<file path="config.mk">
export PLATFORM = sky130hd
export DESIGN_NAME = motor_duty_ramp_with_reversal
export DESIGN_NICKNAME = d
export VERILOG_FILES = /design/src/sv/mdr_pkg.sv /design/src/sv/motor_duty_ramp_with_reversal.sv
export SDC_FILE = /design/constraint.sdc
export NUM_CORES = 1
export LEC_CHECK = 0
export BUFFER_PORTS_ARGS = -buffer_cell sky130_fd_sc_hd__buf_2
export CORE_MARGIN = 5
export CORE_UTILIZATION = 54
export DETAILED_ROUTE_END_ITERATION = 8
export GPL_TIMING_DRIVEN = 1
export PLACE_DENSITY = 0.71
export SYNTH_ARGS = -nofsm -noshare
export SYNTH_HDL_FRONTEND = slang
export SYNTH_SLANG_ARGS = --single-unit
</file>
<file path="constraint.sdc">
create_clock -name clk -period 27.2 [get_ports clk]
set_clock_uncertainty 0.1 [all_clocks]
set_input_delay 6.8 -clock clk [delete_from_list [all_inputs] [get_ports clk]]
set_output_delay 6.8 -clock clk [all_outputs]
set_load 0.02 [all_outputs]
</file>
<file path="src/sv/mdr_pkg.sv">
// Package for the motor duty ramp block: field widths, reset values, ramp phase codes,
// configuration register indexes and the duty limit and clamp functions.
// It depends on nothing else.
package mdr_pkg;

	localparam int DUTY_W = 14;
	localparam int PCT_W = 7;
	localparam int PERIOD_W = 18;
	localparam int CFG_IDX_W = 2;
	localparam int CFG_DATA_W = 18;
	localparam int CALC_W = 18;

	localparam int RAMP_STEPS_DEF = 100;
	localparam int TICK_COUNT_BITS_DEF = 18;

	localparam logic [PERIOD_W-1:0] RAMP_TICKS_RST = 18'd80000;
	localparam logic [PERIOD_W-1:0] REV_TICKS_RST = 18'd100000;
	localparam logic [PCT_W-1:0] MIN_PCT_RST = 7'd10;
	localparam logic [PCT_W-1:0] MAX_PCT_RST = 7'd90;
	localparam logic [DUTY_W-1:0] DUTY_RST = 14'd1000;
	localparam logic [PCT_W-1:0] PCT_FULL = 7'd100;
	localparam logic [DUTY_W-1:0] DUTY_PER_PCT = 14'd100;
	localparam logic [DUTY_W-1:0] DUTY_FULL = 14'd10000;

	typedef enum logic [1:0] {
		PH_IDLE = 2'd0,
		PH_SAME = 2'd1,
		PH_DOWN = 2'd2,
		PH_UP   = 2'd3
	} ramp_phase_t;

	typedef enum logic [CFG_IDX_W-1:0] {
		CFG_RAMP_TICKS = 2'd0,
		CFG_REV_TICKS  = 2'd1,
		CFG_MIN_PCT    = 2'd2,
		CFG_MAX_PCT    = 2'd3
	} cfg_reg_t;

	typedef enum logic {
		CMD_MOTOR = 1'b0,
		CMD_TICK  = 1'b1
	} command_t;

	// Percent limit saturated at full duty, scaled to hundredths.
	function automatic logic [DUTY_W-1:0] lim_percent(input logic [PCT_W-1:0] p);
		logic [PCT_W-1:0] s;
		s = (p > PCT_FULL) ? PCT_FULL : p;
		return DUTY_W'(s) * DUTY_PER_PCT;
	endfunction

	// The low limit wins first, then the high limit.
	function automatic logic [DUTY_W-1:0] clamp_duty(input logic signed [CALC_W-1:0] v,
			input logic [DUTY_W-1:0] lo, input logic [DUTY_W-1:0] hi);
		logic signed [CALC_W-1:0] lo_s;
		logic signed [CALC_W-1:0] hi_s;
		lo_s = $signed({{(CALC_W-DUTY_W){1'b0}}, lo});
		hi_s = $signed({{(CALC_W-DUTY_W){1'b0}}, hi});
		if (v <= lo_s) begin
			return lo;
		end else if (v >= hi_s) begin
			return hi;
		end
		return v[DUTY_W-1:0];
	endfunction

endpackage

</file>
<file path="src/sv/motor_duty_ramp_with_reversal.sv">
// Top level of the motor duty ramp: input register, ramp state, result valid and
// configuration registers. It depends on mdr_pkg.
//
// Every input word, a motor command or a time tick, yields one result word carrying the duty
// in hundredths of a percent, the enable and direction pin levels and the ramp busy flag.
// The block takes one word per clock cycle while results are taken: a word sits in the input
// register, and once the result register is free its command or tick logic updates the ramp
// state, which doubles as the result register. The throughput limit is the single state update
// per cycle; while a result waits to be taken, one more word is still accepted into the input
// register. A ramped command's step is the duty difference, on a reversal both duties less
// twice the low limit, over RAMP_STEPS, as an exact reciprocal multiply in the state update.
module motor_duty_ramp_with_reversal #(
	parameter int RAMP_STEPS = mdr_pkg::RAMP_STEPS_DEF,
	parameter int TICK_COUNT_BITS = mdr_pkg::TICK_COUNT_BITS_DEF
) (
	input  logic clk,
	input  logic arst_n,
	input  logic cfg_we,
	input  logic [mdr_pkg::CFG_IDX_W-1:0] cfg_index,
	input  logic [mdr_pkg::CFG_DATA_W-1:0] cfg_data,
	input  logic in_valid,
	output logic in_ready,
	input  logic command,
	input  logic [mdr_pkg::PCT_W-1:0] speed_percent,
	input  logic enable_request,
	input  logic direction_request,
	input  logic ramp_request,
	output logic out_valid,
	input  logic out_ready,
	output logic [mdr_pkg::DUTY_W-1:0] duty_hundredths,
	output logic enable_out,
	output logic direction_out,
	output logic ramp_busy
);
	import mdr_pkg::*;

	localparam int SL_W = $clog2(RAMP_STEPS + 1);
	localparam int STEP_W = 16;
	localparam int MAG_W = 15;
	localparam int RECIP_W = 17;
	localparam int PROD_W = MAG_W + RECIP_W;
	localparam int DIV_SH = MAG_W + $clog2(RAMP_STEPS);
	localparam longint RECIP_L = ((64'd1 << DIV_SH) + RAMP_STEPS - 1) / RAMP_STEPS;
	localparam logic [RECIP_W-1:0] RECIP = RECIP_W'(RECIP_L);
	localparam int CMP_W = (TICK_COUNT_BITS > PERIOD_W) ? TICK_COUNT_BITS : PERIOD_W;
	localparam logic [SL_W-1:0] STEPS_FULL = SL_W'(RAMP_STEPS);

	logic [PERIOD_W-1:0] ramp_ticks_q;
	logic [PERIOD_W-1:0] rev_ticks_q;
	logic [PCT_W-1:0] min_pct_q;
	logic [PCT_W-1:0] max_pct_q;

	logic valid_s1;
	logic command_s1;
	logic [PCT_W-1:0] speed_s1;
	logic enable_s1;
	logic direction_s1;
	logic ramp_s1;

	logic [DUTY_W-1:0] duty_now_q;
	logic [DUTY_W-1:0] duty_target_q;
	logic signed [STEP_W-1:0] step_size_q;
	logic [SL_W-1:0] steps_left_q;
	logic [TICK_COUNT_BITS-1:0] tick_count_q;
	ramp_phase_t phase_q;
	logic dir_now_q;
	logic dir_target_q;
	logic enable_q;
	logic out_valid_q;

	logic advance;
	logic [DUTY_W-1:0] duty_now_d;
	logic [DUTY_W-1:0] duty_target_d;
	logic signed [STEP_W-1:0] step_size_d;
	logic [SL_W-1:0] steps_left_d;
	logic [TICK_COUNT_BITS-1:0] tick_count_d;
	ramp_phase_t phase_d;
	logic dir_now_d;
	logic dir_target_d;
	logic enable_d;

	assign advance = valid_s1 && (!out_valid_q || out_ready);
	assign in_ready = !valid_s1 || advance;

	always_ff @(posedge clk or negedge arst_n) begin
		if (!arst_n) begin
			ramp_ticks_q <= RAMP_TICKS_RST;
			rev_ticks_q <= REV_TICKS_RST;
			min_pct_q <= MIN_PCT_RST;
			max_pct_q <= MAX_PCT_RST;
		end else if (cfg_we) begin
			case (cfg_index)
				CFG_RAMP_TICKS: ramp_ticks_q <= cfg_data;
				CFG_REV_TICKS: rev_ticks_q <= cfg_data;
				CFG_MIN_PCT: min_pct_q <= cfg_data[PCT_W-1:0];
				CFG_MAX_PCT: max_pct_q <= cfg_data[PCT_W-1:0];
				default: ;
			endcase
		end
	end

	always_ff @(posedge clk or negedge arst_n) begin
		if (!arst_n) begin
			valid_s1 <= 1'b0;
		end else if (in_ready) begin
			valid_s1 <= in_valid;
		end
	end

	always_ff @(posedge clk) begin
		if (in_ready && in_valid) begin
			command_s1 <= command;
			speed_s1 <= speed_percent;
			enable_s1 <= enable_request;
			direction_s1 <= direction_request;
			ramp_s1 <= ramp_request;
		end
	end

	always_comb begin
		logic [DUTY_W-1:0] lo;
		logic [DUTY_W-1:0] hi;
		logic signed [CALC_W-1:0] lo_s;
		logic signed [CALC_W-1:0] now_s;
		logic signed [CALC_W-1:0] tgt_s;
		logic signed [CALC_W-1:0] step_s;
		logic signed [CALC_W-1:0] dividend;
		logic signed [CALC_W-1:0] sum_v;
		logic [DUTY_W-1:0] tgt_new;
		logic div_neg;
		logic [MAG_W-1:0] mag;
		logic [PROD_W-1:0] prod;
		logic [MAG_W-1:0] quot;
		logic [PERIOD_W-1:0] period;
		logic [TICK_COUNT_BITS-1:0] tick_next;
		ramp_phase_t ph;

		lo = lim_percent(min_pct_q);
		hi = lim_percent(max_pct_q);
		lo_s = $signed({{(CALC_W-DUTY_W){1'b0}}, lo});
		now_s = $signed({{(CALC_W-DUTY_W){1'b0}}, duty_now_q});
		tgt_s = $signed({{(CALC_W-DUTY_W){1'b0}}, duty_target_q});
		step_s = CALC_W'(step_size_q);

		duty_now_d = duty_now_q;
		duty_target_d = duty_target_q;
		step_size_d = step_size_q;
		steps_left_d = steps_left_q;
		tick_count_d = tick_count_q;
		phase_d = phase_q;
		dir_now_d = dir_now_q;
		dir_target_d = dir_target_q;
		enable_d = enable_q;

		tgt_new = clamp_duty($signed(CALC_W'(speed_s1) * CALC_W'(DUTY_PER_PCT)), lo, hi);
		if (direction_s1 == dir_now_q) begin
			dividend = $signed({{(CALC_W-DUTY_W){1'b0}}, tgt_new}) - now_s;
		end else begin
			dividend = now_s + $signed({{(CALC_W-DUTY_W){1'b0}}, tgt_new}) - (lo_s <<< 1);
		end
		div_neg = dividend < 0;
		mag = div_neg ? MAG_W'(-dividend) : MAG_W'(dividend);
		prod = PROD_W'(mag) * PROD_W'(RECIP);
		quot = MAG_W'(prod >> DIV_SH);

		period = (phase_q == PH_SAME) ? ramp_ticks_q : rev_ticks_q;
		if (period == '0) begin
			period = PERIOD_W'(1);
		end
		tick_next = tick_count_q + TICK_COUNT_BITS'(1);
		sum_v = now_s + step_s;
		ph = phase_q;

		if (command_s1 == CMD_MOTOR) begin
			enable_d = enable_s1;
			duty_target_d = tgt_new;
			dir_target_d = direction_s1;
			tick_count_d = '0;
			if (!ramp_s1) begin
				duty_now_d = tgt_new;
				dir_now_d = direction_s1;
				phase_d = PH_IDLE;
				steps_left_d = '0;
				step_size_d = '0;
			end else begin
				step_size_d = div_neg ? -$signed(STEP_W'(quot)) : $signed(STEP_W'(quot));
				steps_left_d = STEPS_FULL;
				phase_d = (direction_s1 == dir_now_q) ? PH_SAME : PH_DOWN;
			end
		end else if (phase_q != PH_IDLE) begin
			if (CMP_W'(tick_next) >= CMP_W'(period) || tick_next == '0) begin
				tick_count_d = '0;
				if (steps_left_q == '0) begin
					duty_now_d = duty_target_q;
					dir_now_d = dir_target_q;
					phase_d = PH_IDLE;
					step_size_d = '0;
				end else begin
					steps_left_d = steps_left_q - SL_W'(1);
					if (phase_q == PH_SAME) begin
						duty_now_d = clamp_duty(sum_v, lo, hi);
					end else begin
						if (phase_q == PH_DOWN && now_s <= lo_s + (step_s <<< 1)) begin
							dir_now_d = dir_target_q;
							ph = PH_UP;
						end
						phase_d = ph;
						if (ph == PH_DOWN) begin
							duty_now_d = clamp_duty(now_s - step_s, lo, hi);
						end else begin
							if (sum_v >= tgt_s) begin
								steps_left_d = '0;
							end
							duty_now_d = clamp_duty(sum_v, lo, hi);
						end
					end
				end
			end else begin
				tick_count_d = tick_next;
			end
		end
	end

	always_ff @(posedge clk or negedge arst_n) begin
		if (!arst_n) begin
			duty_now_q <= DUTY_RST;
			duty_target_q <= DUTY_RST;
			step_size_q <= '0;
			steps_left_q <= '0;
			tick_count_q <= '0;
			phase_q <= PH_IDLE;
			dir_now_q <= 1'b0;
			dir_target_q <= 1'b0;
			enable_q <= 1'b0;
		end else if (advance) begin
			duty_now_q <= duty_now_d;
			duty_target_q <= duty_target_d;
			step_size_q <= step_size_d;
			steps_left_q <= steps_left_d;
			tick_count_q <= tick_count_d;
			phase_q <= phase_d;
			dir_now_q <= dir_now_d;
			dir_target_q <= dir_target_d;
			enable_q <= enable_d;
		end
	end

	always_ff @(posedge clk or negedge arst_n) begin
		if (!arst_n) begin
			out_valid_q <= 1'b0;
		end else if (advance) begin
			out_valid_q <= 1'b1;
		end else if (out_ready) begin
			out_valid_q <= 1'b0;
		end
	end

	assign out_valid = out_valid_q;
	assign duty_hundredths = duty_now_q;
	assign enable_out = enable_q;
	assign direction_out = dir_now_q;
	assign ramp_busy = (phase_q != PH_IDLE);

`ifndef ASSERT_OFF
	a_idle_clean: assert property (@(posedge clk) disable iff (!arst_n)
		phase_q == PH_IDLE |-> steps_left_q == '0 && step_size_q == '0 && tick_count_q == '0)
		else $error("idle phase with leftover ramp state");

	a_duty_range: assert property (@(posedge clk) disable iff (!arst_n)
		duty_now_q <= DUTY_FULL && duty_target_q <= DUTY_FULL)
		else $error("duty beyond full scale");

	a_ramp_start: assert property (@(posedge clk) disable iff (!arst_n)
		phase_q == PH_IDLE && !(advance && command_s1 == CMD_MOTOR) |=> phase_q == PH_IDLE)
		else $error("ramp started without a motor command");

	a_hold_stalled: assert property (@(posedge clk) disable iff (!arst_n)
		out_valid_q && !out_ready |=> $stable(duty_now_q) && $stable(phase_q)
			&& $stable(dir_now_q))
		else $error("ramp state moved while a result word was stalled");
`endif

endmodule

</file>
======== After elaboration in Yosys (flattened, before gate mapping) ========
Cells that the tools add are included.
Widths: inputs -> output; s select.
storage, ports and cells
  word-level logic and storage cells ...... 171
  register bits after elaboration ......... 137
  input bits .............................. 36
  output and inout bits ................... 19
cells by class
  multiply operators ...................... 4
  reduce and logical (&&, ||, !) cells .... 25
  add/subtract/negate cells ............... 10
  mux-type cells .......................... 85
  equal/unequal tests ..................... 14
  order comparisons ....................... 12
  bitwise logic cells ..................... 1
operators with widths
  operator                number
  $mux 14                 17
  $mux 18                 6
  $mux 16                 6
  $mux 7                  10
  $ge 17x15->1            3
  $logic_not 18->1        2
  $mul 7x5->12 const B    3
  $le 17x15->1            2
  $mux 1                  32
  $mul 15x13->28 const B  1
  $mux 2                  13
  $add 15x17->18          1
  $add 18x1->18 const B   1
  $ge 18x18->1            1
  $le 15x18->1            1
  $lt 18x1->1 const B     1
  $add 15x16->17          1
  $sub 15x16->17          1
  $neg 9->16              1
  $reduce_and 4->1        4
  $sub 15x15->16          1
  $add 14x14->15          1
  $mux 15                 1
  $neg 15->15             1
  21 further kinds        40

======== Logic depth before layout (Yosys ltp) ========
  word-level depth ........................ 26
  depth in mapped cells ................... 60
  mapped depth without buffers ............ 60

======== Least setup slack after synthesis ========
No wires, ideal clock.
  path kind ............................... input port to output port
  start point ............................. in out_ready
  end point ............................... out in_ready
  slack ................................... 13.222 ns
  stages .................................. 1
  buffers on the path ..................... 0
  arrival time ............................ 7.078 ns
  data required time ...................... 20.300 ns
  cell sequence ........................... nand3b_1
on the way
  longest elaborated chain between the ends .. 3
ends and longest elaborated chain
  item                RTL line                             source
  start: declaration  motor_duty_ramp_with_reversal.sv:29  input logic out_ready,
  $logic_or 1x1->1    motor_duty_ramp_with_reversal.sv:82  assign advance = valid_s1 && (!out_valid_q || out_ready);
  $logic_and 1x1->1   motor_duty_ramp_with_reversal.sv:82
  $logic_or 1x1->1    motor_duty_ramp_with_reversal.sv:83  assign in_ready = !valid_s1 || advance;
  end: declaration    motor_duty_ramp_with_reversal.sv:22  output logic in_ready,
Every way passes these cells.

======== Worst setup path in the final report ========
  start point ............................. reg min_pct_q[1]
  end point ............................... reg step_size_q[8]
on the way
  longest elaborated chain between the ends .. 16
  elaborated cells on any way between the ends .. 19
  those cells by class .................... add/sub (5); mul (2); order compare (3); mux (9)
ends and longest elaborated chain
  item                                               RTL line                                                                    source
  start: declaration                                 motor_duty_ramp_with_reversal.sv:50                                         logic [PCT_W-1:0] min_pct_q;
  start signal: assignment                           motor_duty_ramp_with_reversal.sv:95                                         CFG_MIN_PCT: min_pct_q <= cfg_data[PCT_W-1:0];
  $gt 7x7->1                                         mdr_pkg.sv:47                                                               s = (p > PCT_FULL) ? PCT_FULL : p;
  $mux 7 (*)                                         mdr_pkg.sv:47
  $mul 7x5->12 (*)                                   mdr_pkg.sv:48                                                               return DUTY_W'(s) * DUTY_PER_PCT;
  $le 14x14->1                                       mdr_pkg.sv:58                                                               if (v <= lo_s) begin
  $mux 14 / $mux 1 (equally long branches)           mdr_pkg.sv:58
  $mux 14                                            mdr_pkg.sv:63                                                               return v[DUTY_W-1:0];
  $add 14x14->15                                     motor_duty_ramp_with_reversal.sv:159                                        dividend = now_s + $signed({{(CALC_W-DUTY_W){1'b0}}, tgt_new}) - (lo_s <<< 1);
  $sub 15x15->16                                     motor_duty_ramp_with_reversal.sv:159
  $mux 18 (*)                                        motor_duty_ramp_with_reversal.sv:156                                        if (direction_s1 == dir_now_q) begin
  $neg 15->15 / $lt 18x1->1 (equally long branches)  motor_duty_ramp_with_reversal.sv:162, motor_duty_ramp_with_reversal.sv:161
  $mux 15                                            motor_duty_ramp_with_reversal.sv:162                                        mag = div_neg ? MAG_W'(-dividend) : MAG_W'(dividend);
  $mul 15x13->28                                     motor_duty_ramp_with_reversal.sv:163                                        prod = PROD_W'(mag) * PROD_W'(RECIP);
  $neg 9->16                                         motor_duty_ramp_with_reversal.sv:186                                        step_size_d = div_neg ? -$signed(STEP_W'(quot)) : $signed(STEP_W'(quot));
  $mux 16 (*)                                        motor_duty_ramp_with_reversal.sv:186
  $mux 16 (*)                                        motor_duty_ramp_with_reversal.sv:179                                        if (!ramp_s1) begin
  $mux 16 (*)                                        motor_duty_ramp_with_reversal.sv:174                                        if (command_s1 == CMD_MOTOR) begin
  end signal: assignment                             motor_duty_ramp_with_reversal.sv:238                                        step_size_q <= step_size_d;
  end: declaration                                   motor_duty_ramp_with_reversal.sv:62                                         logic signed [STEP_W-1:0] step_size_q;
Every way passes the cells marked *; elsewhere a longest branch is shown, timed or not.
A chain may end at the register's enable or synchronous reset.

==> reports/metrics.cfg <==
[yosys]
syn_area_per_cell_um2=8.65
yosys.area_share.simple_pct=14.1
ys.flop_type=dfrtp_1
synth.area.mux_share_pct=5.38
synth-adder-area-share_pct=30.8
synth-seq-cells=135
ys_types=90
synth_top_family_by_area=adder cells
synth_enable_flop_cells=11
synth-xor-area-share_pct=5.94
syn_area_mm2=0.0195
synth-compound-area-share_pct=19.1
yosys_warnings=0
synth-async-reset-ratio_pct=91.9
ys_seq_area_share_pct=17.8
syn-num-nets=2711
syn_inst=2248

[final_layout]
drive_above_1_share_pct=10.2
fillers=3217
antennaDiodeCount=0
area_growth_pct=7.11
nets=2735

[min_path]
whs_path_depth=2
hp-class=flop to flop
worstHoldStart=enable_s1
whs_endpoint=enable_out

[timing]
max_freq_mhz=63.0
tightest_slew_ps=1170
drv_slew=0
relSlewSlack_pct=21.6
worst_hold_slack_ps=373
setup_viol=0
tns_ps=0
period_share_pct=58.4
grt_setup_unrepaired=no
hold_viol=0
post-route-min-period_ps=15880

[clock_network]
clkTransAtPathRegs_ps=70
cts_sinks=135
clk_latency_ps=430
cts-hold-fix-buffers=0
cts_tree=done
cts_max_path_buffers=2
cts_buffers=17
cts_setup_buffers=0
cts_max_level=4
root_buffer=clkbuf_16
cts_resized=0

[setup_path]
r2r_setup_slack_ps=11320
cp-start-kind=flop
max_stage_delay_ps=740
crit_path_top_delay_cell=maj3_1
reg2reg_from=min_pct_q[1]
endpoint_kind=flop
reg2reg_to=step_size_q[8]
critical_path_required_ps=27400
arrival_ps=16080
critical_path_class=flop to flop
rr_worst_depth=54
cp_max_fo=19
worst_path_most_repeated_cell=ha_1

[grt]
grt_use_total_pct=29.2
overflow=0
grt_max_degree=71
antenna_found_initial=0
grt_pass1_wl_mm=92.3
grt_pass1_vias=17000

[routing]
first_pass_iters=9
drt-wirelength-per-cell_um=21.1
dr.first_iter.drc_count=1515
ant_nets=0
viasPerCell=6.26
drc=2
wirelength_mm=57.9
vias=17200

[die]
core-area_mm2=0.0356
start_util_pct=54.7
die_area_mm2=0.0399
die_w_um=200
ios=55
row_count=69
die_h_um=200

[place]
dpl.hpwl_mm=47.1
portBuffers=54
routabilityCongestion=1.07

[status]
violations=design-rule violations
status=complete, but fails checks

[run]
max-cap-violations=0

stage by stage:
stage | instance area (um^2) | setup slack, ps | cells | utilization, %
after floorplan | 19500 | 13220 | 2248 | -
after global placement | 20200 | 11980 | 2714 | 56.7
after detailed placement | 20200 | 11620 | 2714 | 56.7
after CTS | 20800 | 11470 | 2746 | 58.6
after global routing | 20800 | 10230 | 2746 | 58.6
final | 20800 | 11320 | 2746 | 58.6
cells in the final DEF (no fill, tap or decap), drive strengths merged, types with 48 or more instances in the layout:
master | netlist | layout
ha | 350 | 350
inv | 272 | 279
nand2 | 159 | 159
o21ai | 147 | 147
a21oi | 115 | 115
nor2 | 114 | 114
dfrtp | 95 | 95
xnor2 | 81 | 81
fa | 77 | 77
buf | 20 | 77
mux2 | 61 | 61
xor2 | 51 | 51
a21o | 49 | 49
nor3 | 48 | 48
per-layer routing:
| metal | share of wire (%) | GRT usage, % | vias up |
|---|---|---|---|
| li1 | - | - | 8051 |
| met1 | 42 | 38.9 | 8277 |
| met2 | 46 | 48.2 | 689 |
| met3 | 7.3 | 4.21 | 161 |
| met4 | 4.8 | 11.6 | 0 |
| met5 | 0 | 0 | - |
flip-flops by register name, summed over array words and instances (netlist names), 7 cells and up:
register,cells
tick_count_q,18
min_pct_q,7
rev_ticks_q,18
duty_hundredths,14
speed_s1,7
ramp_ticks_q,18
duty_target_q,12
max_pct_q,7
steps_left_q,7
step_size_q,16
critical path, delay by kind of cell, from the launching register on:
kind | cells | cell delay (ps)
AOI/OAI and AO/OA | 23 | 6300
xor gates and xnor gates | 2 | 340
adders and majority gates | 14 | 5570
buffers and inverters | 6 | 700
DFF | 1 | 540
muxes | 1 | 480
and+or+nand+nor | 8 | 1710
worst max path at each step:
stage,endpoint,startpoint,depth (start not counted)
5_1_grt,step_size_q[8],min_pct_q[1],54
3_5_place_dp,step_size_q[13],min_pct_q[1],54
2_1_floorplan,in_ready,out_ready,1
4_1_cts,step_size_q[8],min_pct_q[1],54
3_3_place_gp,step_size_q[8],min_pct_q[1],53
6_report,step_size_q[8],min_pct_q[1],54
area by class of cell:
type	count	area [um^2]	area share, %
tap	461	577	2.77
clock inverter	13	204	0.979
clock buffer	19	454	2.18
multi-input combinational	1769	14700	70.4
inverter	272	1020	4.90
sequential	135	3470	16.7
timing repair buffer	77	445	2.14
synthesized netlist by cell type (11+ instances only):
cell type / count / area (um^2)
ha_1: 350 / 4380
inv_1: 271 / 1020
nand2_1: 159 / 597
o21ai_0: 139 / 696
a21oi_1: 114 / 571
nor2_1: 114 / 428
dfrtp_1: 95 / 2380
xnor2_1: 81 / 709
fa_1: 77 / 1540
mux2_2: 60 / 676
clkbuf_1: 52 / 195
xor2_1: 51 / 447
a21o_1: 49 / 368
nor3_1: 48 / 240
nand3_1: 46 / 230
mux2i_1: 36 / 360
o21a_1: 32 / 240
nor2b_1: 30 / 188
dfstp_2: 29 / 762
nand2b_1: 29 / 181
nand4_1: 24 / 150
a31oi_1: 19 / 119
o211ai_1: 18 / 135
a211oi_1: 16 / 120
a221oi_1: 14 / 123
and2_1: 14 / 87.6
nor4_1: 14 / 87.6
buf_2: 13 / 65.1
edfxtp_1: 11 / 330
nand3b_1: 11 / 82.6
o21bai_1: 11 / 82.6
o31ai_1: 11 / 82.6
or2_2: 11 / 68.8
cells by family (layout without fill, tap and decap cells):
| kind of cell | after synthesis | after routing |
|---|---|---|
| AOI/OAI and AO/OA | 553 | 553 |
| DFF | 135 | 135 |
| and+or+nand+nor | 553 | 553 |
| muxes | 97 | 97 |
| buffers and inverters | 344 | 381 |
| adders and majority gates | 434 | 434 |
| xor gates and xnor gates | 132 | 132 |
Power is left out: the tool's default activity adds up to more than one toggle a clock period on the data nets, which glitch-free logic cannot reach.
